**config.mk**
```make
export PLATFORM = sky130hd
export DESIGN_NAME = trace_line_tokenizer_unit
export DESIGN_NICKNAME = d
export VERILOG_FILES = /design/src/design/tlt_pkg.sv /design/src/design/tlt_step.sv /design/src/design/trace_line_tokenizer_unit.sv
export SDC_FILE = /design/constraint.sdc
export NUM_CORES = 1
export LEC_CHECK = 0
export ABC_AREA = 1
export BUFFER_PORTS_ARGS = -buffer_cell sky130_fd_sc_hd__clkbuf_2
export CAP_MARGIN = 5
export CORE_UTILIZATION = 49
export CTS_CLUSTER_DIAMETER = 40
export DETAILED_ROUTE_END_ITERATION = 10
export PLACE_DENSITY_LB_ADDON = 0.3
export SLEW_MARGIN = 20
export SYNTH_ARGS = -nofsm -noshare
export SYNTH_HDL_FRONTEND = slang
export SYNTH_SLANG_ARGS = --single-unit
export TNS_END_PERCENT = 5
```
**constraint.sdc**
```tcl
create_clock -name i_clk -period 1.42 [get_ports i_clk]
set_input_delay 0.284 -clock i_clk [delete_from_list [all_inputs] [get_ports i_clk]]
set_output_delay 0.284 -clock i_clk [all_outputs]
set_load 0.02 [all_outputs]
```
**src/design/tlt_pkg.sv**
```systemverilog
// Shared types, constants and a helper function of the trace line tokenizer.
package tlt_pkg;

    localparam int MAX_FIELDS = 16;
    localparam int BYTE_W     = 8;
    localparam int WORD_W     = 5;

    localparam logic [BYTE_W-1:0] CHAR_NUL     = 8'h00;
    localparam logic [BYTE_W-1:0] CHAR_TAB     = 8'h09;
    localparam logic [BYTE_W-1:0] CHAR_NEWLINE = 8'h0A;
    localparam logic [BYTE_W-1:0] CHAR_VTAB    = 8'h0B;
    localparam logic [BYTE_W-1:0] CHAR_FEED    = 8'h0C;
    localparam logic [BYTE_W-1:0] CHAR_RETURN  = 8'h0D;
    localparam logic [BYTE_W-1:0] CHAR_SPACE   = 8'h20;
    localparam logic [BYTE_W-1:0] CHAR_QUOTE   = 8'h22;
    localparam logic [BYTE_W-1:0] CHAR_HASH    = 8'h23;

    localparam logic [WORD_W-1:0] FIELD_LIMIT = WORD_W'(MAX_FIELDS);

    typedef enum logic [2:0] {
        ROLE_SKIP    = 3'd0,
        ROLE_START   = 3'd1,
        ROLE_QUOTE   = 3'd2,
        ROLE_CONTENT = 3'd3,
        ROLE_END     = 3'd4
    } t_role;

    typedef struct packed {
        logic              inside_word;
        logic              inside_string;
        logic              inside_comment;
        logic [WORD_W-1:0] words_seen;
        logic [WORD_W-1:0] open_index;
        logic              open_kept;
    } t_tok_state;

    typedef struct packed {
        logic [BYTE_W-1:0] byte_out;
        t_role             role;
        logic [WORD_W-1:0] word_index;
        logic              word_kept;
        logic              line_end;
        logic [WORD_W-1:0] line_words;
    } t_tok_result;

    localparam t_tok_state STATE_RESET = '0;

    function automatic logic is_blank(input logic [BYTE_W-1:0] c);
        return (c == CHAR_SPACE) || (c == CHAR_TAB) || (c == CHAR_NEWLINE) ||
               (c == CHAR_VTAB) || (c == CHAR_FEED) || (c == CHAR_RETURN);
    endfunction

endpackage

```
**src/design/tlt_step.sv**
```systemverilog
// Combinational classification of one byte and the tokenizer state update.
module tlt_step (
    input  tlt_pkg::t_tok_state              i_state,
    input  logic [tlt_pkg::BYTE_W-1:0]       i_data_byte,
    input  logic                             i_buffer_end,
    output tlt_pkg::t_tok_state              o_state,
    output tlt_pkg::t_tok_result             o_result
);

    tlt_pkg::t_tok_state  st;
    tlt_pkg::t_tok_result res;
    logic                 line_break;
    logic                 blank;

    assign line_break = (i_data_byte == tlt_pkg::CHAR_NEWLINE) ||
                        (i_data_byte == tlt_pkg::CHAR_NUL);
    assign blank      = tlt_pkg::is_blank(i_data_byte);

    always_comb begin
        st             = i_state;
        res            = '0;
        res.byte_out   = i_data_byte;
        res.role       = tlt_pkg::ROLE_SKIP;
        res.line_end   = i_buffer_end;

        priority if (i_state.inside_comment) begin
            if (line_break) begin
                res.line_end = 1'b1;
            end
        end else if (line_break) begin
            if (i_state.inside_word || i_state.inside_string) begin
                res.role       = tlt_pkg::ROLE_END;
                res.word_index = i_state.open_index;
                res.word_kept  = i_state.open_kept;
            end
            st.inside_word   = 1'b0;
            st.inside_string = 1'b0;
            res.line_end     = 1'b1;
        end else if (i_state.inside_string) begin
            res.word_index = i_state.open_index;
            res.word_kept  = i_state.open_kept;
            if (i_data_byte == tlt_pkg::CHAR_QUOTE) begin
                res.role         = tlt_pkg::ROLE_END;
                st.inside_string = 1'b0;
            end else begin
                res.role = tlt_pkg::ROLE_CONTENT;
            end
        end else if (i_data_byte == tlt_pkg::CHAR_HASH) begin
            if (i_state.inside_word) begin
                res.role       = tlt_pkg::ROLE_END;
                res.word_index = i_state.open_index;
                res.word_kept  = i_state.open_kept;
            end
            st.inside_word    = 1'b0;
            st.inside_comment = 1'b1;
        end else if (i_state.inside_word) begin
            res.word_index = i_state.open_index;
            res.word_kept  = i_state.open_kept;
            if (blank) begin
                res.role       = tlt_pkg::ROLE_END;
                st.inside_word = 1'b0;
            end else begin
                res.role = tlt_pkg::ROLE_CONTENT;
            end
        end else if (!blank) begin
            if (i_data_byte == tlt_pkg::CHAR_QUOTE) begin
                res.role         = tlt_pkg::ROLE_QUOTE;
                st.inside_string = 1'b1;
            end else begin
                res.role       = tlt_pkg::ROLE_START;
                st.inside_word = 1'b1;
            end
            if (i_state.words_seen < tlt_pkg::FIELD_LIMIT) begin
                st.open_index = i_state.words_seen;
                st.open_kept  = 1'b1;
                st.words_seen = i_state.words_seen + 1'b1;
            end else begin
                st.open_index = tlt_pkg::FIELD_LIMIT;
                st.open_kept  = 1'b0;
            end
            res.word_index = st.open_index;
            res.word_kept  = st.open_kept;
        end else begin
            res.role = tlt_pkg::ROLE_SKIP;
        end

        if (res.line_end) begin
            res.line_words = st.words_seen;
            st             = tlt_pkg::STATE_RESET;
        end
    end

    assign o_state  = st;
    assign o_result = res;

endmodule

```
**src/design/trace_line_tokenizer_unit.sv**
```systemverilog
// Top level of the trace line tokenizer: input register, byte classifier and result register.
// The unit takes one byte of trace text per cycle while the consumer keeps ready high and
// returns one result per byte, in order. A byte is captured in the input register, classified
// against the line state, and the result is presented from the output register, so throughput
// is one byte per clock whenever the consumer keeps ready high. The line state (open word,
// open string, comment, word count) is advanced as each byte moves into the output register
// and returns to its reset values after every line end.
module trace_line_tokenizer_unit (
    input  logic                         i_clk,
    input  logic                         i_rst_n,
    input  logic                         i_in_valid,
    output logic                         o_in_ready,
    input  logic [tlt_pkg::BYTE_W-1:0]   i_data_byte,
    input  logic                         i_buffer_end,
    output logic                         o_out_valid,
    input  logic                         i_out_ready,
    output logic [tlt_pkg::BYTE_W-1:0]   o_byte_out,
    output logic [2:0]                   o_role,
    output logic [tlt_pkg::WORD_W-1:0]   o_word_index,
    output logic                         o_word_kept,
    output logic                         o_line_end,
    output logic [tlt_pkg::WORD_W-1:0]   o_line_words
);

    logic                        r_in_valid;
    logic [tlt_pkg::BYTE_W-1:0]  r_in_byte;
    logic                        r_in_end;
    logic                        r_out_valid;
    tlt_pkg::t_tok_result        r_out;
    tlt_pkg::t_tok_state         r_state;
    tlt_pkg::t_tok_state         n_state;
    tlt_pkg::t_tok_result        n_out;
    logic                        advance;

    assign advance    = r_in_valid && (!r_out_valid || i_out_ready);
    assign o_in_ready = !r_in_valid || advance;

    tlt_step u_step (
        .i_state      (r_state),
        .i_data_byte  (r_in_byte),
        .i_buffer_end (r_in_end),
        .o_state      (n_state),
        .o_result     (n_out)
    );

    always_ff @(posedge i_clk) begin
        if (!i_rst_n) begin
            r_in_valid  <= 1'b0;
            r_out_valid <= 1'b0;
            r_state     <= tlt_pkg::STATE_RESET;
        end else begin
            if (o_in_ready) begin
                r_in_valid <= i_in_valid;
            end
            if (advance) begin
                r_out_valid <= 1'b1;
                r_state     <= n_state;
            end else if (i_out_ready) begin
                r_out_valid <= 1'b0;
            end
        end
    end

    always_ff @(posedge i_clk) begin
        if (o_in_ready && i_in_valid) begin
            r_in_byte <= i_data_byte;
            r_in_end  <= i_buffer_end;
        end
        if (advance) begin
            r_out <= n_out;
        end
    end

    assign o_out_valid  = r_out_valid;
    assign o_byte_out   = r_out.byte_out;
    assign o_role       = r_out.role;
    assign o_word_index = r_out.word_index;
    assign o_word_kept  = r_out.word_kept;
    assign o_line_end   = r_out.line_end;
    assign o_line_words = r_out.line_words;

endmodule
```
Yosys cells after proc, flatten, opt, wreduce, memory -nomap -nowiden
Cells that the tools add are included.
{"block": "word_totals", "ff_bits": 48, "latch_bits": 0, "ram_bits": 0, "mem_bits_ro": 0, "inputBits": 13, "output_inout_bits": 25, "wordCells": 86, "memories": 0}
{"block": "op_classes", "addsub": 1, "n_mul": 0, "div": 0, "magnitude_cmp": 1, "n_eq_ne": 15, "n_shift": 0, "muxes": 35, "n_bitwise": 0, "reduce_logical": 18}
{"operator": "$mux W9", "n": 6}
{"operator": "$eq A8 B4 Y1 const B", "n": 5}
{"operator": "$mux W11", "n": 3}
{"operator": "$mux W14", "n": 2}
{"operator": "$eq A8 B6 Y1 const B", "n": 3}
{"operator": "$mux W12", "n": 2}
{"operator": "$mux W1", "n": 13}
{"operator": "$mux W6", "n": 2}
{"operator": "$logic_or A1 B1 Y1", "n": 9}
{"operator": "$mux W3", "n": 3}
{"operator": "$logic_not A8 Y1", "n": 1}
{"operator": "$reduce_and A7 Y1", "n": 1}
{"operator": "$mux W2", "n": 3}
{"operator": "$ne A2 B1 Y1 const B", "n": 3}
{"operator": "$ne A2 B2 Y1 const B", "n": 3}
{"operator": "$add A5 B1 Y5 const B", "n": 1}
{"operator": "$lt A5 B5 Y1 const B", "n": 1}
{"operator": "$mux W5", "n": 1}
{"operator": "$ne A3 B1 Y1 const B", "n": 1}
{"operator": "$reduce_and A3 Y1", "n": 1}
{"operator": "$logic_and A1 B1 Y1", "n": 2}
{"operator": "$logic_not A1 Y1", "n": 2}
{"operator": "$reduce_and A2 Y1", "n": 1}
{"operator": "$reduce_bool A2 Y1", "n": 1}

Longest topological paths before layout
{"block": "logic_depth", "word_depth": 13, "mapped_depth": 13, "depth_no_buf": 13}

Cells and area by module
A second synthesis with hierarchy kept.
{"block": "unflattened", "cells_unflattened": 281, "hier_area_um2": 2519.9}
{"mod": "trace_line_tokenizer_unit", "instances": 1, "cells_per_inst": 136, "area_per_inst_um2": 1717.9, "seq_area_each_um2": 1281.2}
{"mod": "tlt_step", "instances": 1, "cells_per_inst": 145, "area_per_inst_um2": 802.0, "seq_area_each_um2": 0.0}

Least setup slack after synthesis
OpenSTA, ideal clock, no wires.
{"block": "synth_timing", "path_type": "flip-flop to flip-flop", "start": "register r_in_byte[1] (netlist name)", "end": "register r_out, in the netlist o_line_words[1] (data pin)", "setup_ns": 0.257, "t_arrival_ns": 1.299, "t_required_ns": 1.163, "slack_ns": -0.136, "path_stages_with_launch": 11, "path_buffers": 0, "synth_period_minus_slack_ns": 1.556, "path_cell_list": "edfxtp_1 > nor2_1 > nand2_1 > nand2_2 > nand3_4 > nor2_2 > nand2_2 > inv_2 > nand2_1 > nand2_1 > nor2_1"}
{"block": "synth_between", "elab_chain_cells": 12, "elab_cells_between_ends": 21, "classes_between": "eq/ne: 7; mux: 7; reduce/logical: 7"}
{"element": "from (decl)", "line": "trace_line_tokenizer_unit.sv:26", "text": "logic [tlt_pkg::BYTE_W-1:0] r_in_byte;"}
{"element": "from (signal assigned)", "line": "trace_line_tokenizer_unit.sv:66", "text": "r_in_byte <= i_data_byte;"}
{"element": "$eq A8 B6 Y1 / $eq A8 B4 Y1 (equally long branches)", "line": "tlt_pkg.sv:49", "text": "return (c == CHAR_SPACE) || (c == CHAR_TAB) || (c == CHAR_NEWLINE) ||"}
{"element": "$logic_or A1 B1 Y1 (3 in series)", "line": "tlt_pkg.sv:49"}
{"element": "$logic_or A1 B1 Y1 (2 in series)", "line": "tlt_pkg.sv:50", "text": "(c == CHAR_VTAB) || (c == CHAR_FEED) || (c == CHAR_RETURN);"}
{"element": "$mux W11", "line": "tlt_step.sv:65", "text": "end else if (!blank) begin"}
{"element": "$mux W11", "line": "tlt_step.sv:56", "text": "end else if (i_state.inside_word) begin"}
{"element": "$mux W11", "line": "tlt_step.sv:48", "text": "end else if (i_data_byte == tlt_pkg::CHAR_HASH) begin"}
{"element": "$mux W12", "line": "tlt_step.sv:39", "text": "end else if (i_state.inside_string) begin"}
{"element": "$mux W12", "line": "tlt_step.sv:30", "text": "end else if (line_break) begin"}
{"element": "$mux W14", "line": "tlt_step.sv:26", "text": "priority if (i_state.inside_comment) begin"}
{"element": "to (signal assigned)", "line": "trace_line_tokenizer_unit.sv:70", "text": "r_out <= n_out;"}
{"element": "to (decl)", "line": "trace_line_tokenizer_unit.sv:29", "text": "tlt_pkg::t_tok_result r_out;"}
Several ways; a longest one is shown, not always the timed one. The select of a mux whose other input is x is not followed.
A chain may end at the register's enable or synchronous reset.

Worst setup path after layout
{"block": "layout_timing", "start": "register r_in_byte[1] (netlist name)", "end": "register r_out, in the netlist o_line_words[4] (data pin)"}
Same word-level chain as after synthesis.

==> impl_metrics.sql <==
INSERT INTO impl_metrics (metric_group, metric, value, unit) VALUES
('power_and_ir_drop', 'static-leakage-power', '1.25', 'nW'),
('critical_path', 'criticalPathCategory', 'reg -> reg', ''),
('run_status', 'violations', 'negative setup slack', ''),
('critical_path', 'worst_ep_required_time', '1580', 'ps'),
('critical_path', 'cp_dominant_cell_by_count', 'sky130_fd_sc_hd__nand2_2', ''),
('cells_and_area', 'fraction_of_layout_cells_with_a_size_suffix_above_1', '43.0', '%'),
('critical_path', 'startpoint_kind_of_the_worst_setup_timing_path', 'flip-flop', ''),
('synthesis', 'yosys_warnings', '0', ''),
('synthesis', 'synth_top_cells_by_area', 'sky130_fd_sc_hd__edfxtp_1, sky130_fd_sc_hd__dfxtp_1, sky130_fd_sc_hd__nand2_1, sky130_fd_sc_hd__a21oi_1, sky130_fd_sc_hd__nand3_1', ''),
('detailed_routing', 'detail_route.wl_per_cell', '16.0', 'um'),
('power_and_ir_drop', 'powerDensity', '1020', 'nW/um^2'),
('global_routing', 'grt_start_max_net_pins', '25', ''),
('floorplanning', 'core_area', '4120', 'sq um'),
('critical_path', 'worst-path-buf-inv', '1', ''),
('synthesis', 'synth_cell_type_count', '29', ''),
('detailed_routing', 'vias_per_cell', '5.48', ''),
('synthesis', 'yosysTopAreaCellShare', '44.5', '%'),
('cts', 'clock_tree.root_cell', 'sky130_fd_sc_hd__clkbuf_8', ''),
('run_status', 'outcome', 'finished, violations left', ''),
('cts', 'cts_htree_levels', '2', ''),
('power_and_ir_drop', 'max-vdd-ir-drop', '0.000758', 'V'),
('cts', 'worstSkewPairLatency', '310', 'ps'),
('critical_path', 'worst_path_largest_cell_delay', '500', 'ps'),
('global_routing', 'first_pass_grt_wire_length', '8550', 'um'),
('floorplanning', 'die_width', '68.4', 'um'),
('sta', 'achievable-frequency', '554', 'MHz'),
('floorplanning', 'die_area', '4670', 'sq um'),
('floorplanning', 'initial_utilization', '52.4', '%'),
('sta', 'skew', '9.43', 'ps'),
('sta', 'setup_repair_after_global_routing_missed_its_margin', 'true', ''),
('placed_design', 'post-dp-hpwl', '3530', 'um'),
('critical_path', 'kind_of_capture_point_of_the_worst_setup_path', 'flip-flop', ''),
('floorplanning', 'placementRows', '23', ''),
('cells_and_area', 'final.fill_count', '295', ''),
('global_routing', 'initial_antenna_violation_count', '0', ''),
('detailed_routing', 'count_of_antenna_violating_nets_left_after_detailed_routing', '0', ''),
('critical_path', 'cell_family_with_the_largest_share_of_critical_path_delay', 'simple AND/OR/NAND/NOR gates', ''),
('sta', 'holdWs', '151', 'ps'),
('floorplanning', 'dieHeight', '68.4', 'um'),
('sta', 'setup_tns', '-7450', 'ps'),
('synthesis', 'synth_area_per_cell', '9.59', 'sq um'),
('cts', 'numCtsBuffers', '5', ''),
('cts', 'cts_max_path_buffers', '2', ''),
('placed_design', 'gpl.final_weighted_congestion', '0.944', ''),
('synthesis', 'synth_area', '2160', 'sq um'),
('cts', 'clock_tree_from_tritoncts', 'yes', ''),
('critical_path', 'worst-path-max-fanout', '5', ''),
('sta', 'slew_headroom', '72.1', '%'),
('detailed_routing', 'route.final.wire_length', '5570', 'um'),
('sta', 'fin_crit_sh', '127', '%'),
('sta', 'finalCriticalPeriod', '1800', 'ps'),
('sta', 'setup_viol_count_final', '29', ''),
('sta', 'timing_hold_violations_final', '0', ''),
('synthesis', 'synth_top_cell_by_area', 'sky130_fd_sc_hd__edfxtp_1', ''),
('critical_path', 'path_cells', 'nor2_2 > nand2_1 > nand2_2 > nand3_4 > nor2_4 > nand2_2 > o21ai_1 > inv_1 > nor2_1', ''),
('synthesis', 'netlist_instances', '225', ''),
('global_routing', 'groute.usage.overall', '25.6', '%'),
('synthesis', 'mappedNetlistNets', '240', ''),
('global_routing', 'grt.overflow.total', '0', ''),
('detailed_routing', 'drt_pass1_iterations', '5', ''),
('run', 'maxCapViolCount', '0', ''),
('critical_path', 'crit_path_dat', '1970', 'ps'),
('cells_and_area', 'regArea', '1280', 'sq um'),
('cells_and_area', 'diodes', '0', ''),
('sta', 'max_slew.worst_pin.slew', '417', 'ps'),
('cells_and_area', 'syn_to_final_growth', '33.8', '%'),
('min_path', 'hold_path.class', 'in -> reg', ''),
('synthesis', 'yosys_register_bits', '48', ''),
('sta', 'final.setup.worst_slack', '-385', 'ps'),
('detailed_routing', 'dr.first_iter.drc_count', '245', ''),
('critical_path', 'worst_path_max_delay_cell', 'sky130_fd_sc_hd__edfxtp_1', '');
[stage by stage]
stage	setup WS (ps)	instances	util, %	cell area (sq um)	power [mW]
floorplan	-89.6	225	-	2170	1.79
global placement	-255	333	62.9	2590	1.91
detailed placement	-293	333	62.9	2590	1.91
CTS	-238	347	68.9	2840	2.90
global route	-445	348	70.1	2890	3.03
finish	-385	348	70.1	2890	2.94
[cell type report]
| type | count | share of cell area, % |
|---|---|---|
| sequential | 48 | 44.4 |
| clock inverter | 3 | 1.47 |
| tap | 50 | 2.17 |
| clock buffer | 5 | 2.39 |
| timing repair buffer | 66 | 15.0 |
| inverter | 31 | 4.38 |
| multi-input combinational | 145 | 30.2 |
[cells in the mapped netlist]
cell,count
sky130_fd_sc_hd__nand2_1,46
sky130_fd_sc_hd__edfxtp_1,32
sky130_fd_sc_hd__inv_1,23
sky130_fd_sc_hd__nor2_1,22
sky130_fd_sc_hd__a21oi_1,19
sky130_fd_sc_hd__nand3_1,18
sky130_fd_sc_hd__dfxtp_1,16
sky130_fd_sc_hd__nand2_2,9
sky130_fd_sc_hd__inv_2,5
sky130_fd_sc_hd__nor3_1,4
sky130_fd_sc_hd__o21ai_0,4
sky130_fd_sc_hd__nand4_1,3
sky130_fd_sc_hd__nor2_2,3
sky130_fd_sc_hd__nor2_4,3
sky130_fd_sc_hd__ha_1,2
sky130_fd_sc_hd__inv_4,2
sky130_fd_sc_hd__o211ai_1,2
sky130_fd_sc_hd__a221oi_1,1
sky130_fd_sc_hd__a22oi_1,1
sky130_fd_sc_hd__a311oi_1,1
sky130_fd_sc_hd__clkbuf_1,1
sky130_fd_sc_hd__clkinv_1,1
sky130_fd_sc_hd__nand2_4,1
sky130_fd_sc_hd__nand3_4,1
sky130_fd_sc_hd__nand3b_1,1
sky130_fd_sc_hd__nor2_8,1
sky130_fd_sc_hd__nor3b_1,1
sky130_fd_sc_hd__o21ai_1,1
sky130_fd_sc_hd__o21ai_2,1
[worst reg2reg max path, cell delays in order, from the launching register on]
cell                       delay (ps)
sky130_fd_sc_hd__edfxtp_1         500
sky130_fd_sc_hd__nor2_2           180
sky130_fd_sc_hd__nand2_1           90
sky130_fd_sc_hd__nand2_2          120
sky130_fd_sc_hd__nand3_4          140
sky130_fd_sc_hd__nor2_4           160
sky130_fd_sc_hd__nand2_2          100
sky130_fd_sc_hd__o21ai_1          150
sky130_fd_sc_hd__inv_1            100
sky130_fd_sc_hd__nor2_1           120
[flip-flops by register name (all words and copies together) (netlist names)]
signal        count
r_state          14
o_byte_out        8
r_in_byte         8
o_line_words      5
o_word_index      5
o_role            3
o_line_end        1
o_out_valid       1
o_word_kept       1
r_in_end          1
r_in_valid        1
[path summary, 6_finish.rpt]
path	end	cells after the start	from	slack [ps]
worst min-delay path	r_in_byte[6]	1	i_data_byte[6]	150
worst min register to register	r_state[4]	2	r_state[4]	470
worst max-delay path	o_line_words[4]	9	r_in_byte[1]	-380
worst max register to register	o_line_words[4]	9	r_in_byte[1]	-380
[power breakdown]
group	internal, mW	switching (mW)	leakage [nW]
clock network	0.521	0.462	0.0541
logic	0.146	0.230	0.763
registers	1.55	0.0331	0.435
[metal layers]
metal | GRT usage (%) | vias up | routed length (um)
li1 | - | 895 | -
met1 | 31.5 | 868 | 2190
met2 | 41.8 | 121 | 2690
met3 | 6.83 | 24 | 525
met4 | 11.7 | 0 | 157
met5 | 0 | - | 0
[kinds of logic after synthesis]
kind of cell	synth area share (%)
adders and majority gates	1.16
AOI/OAI and AO/OA	7.83
and+or+nand+nor	25.8
DFF	59.4
buffers and inverters	5.80
[timing repair]
action,in CTS,in global routing
hold buffers,0,0
gates cloned,0,0
gates resized for setup,23,13
pin swaps,8,8
setup buffers,6,1
setup endpoints to repair,29,29
(Power assumes the default switching activity.)
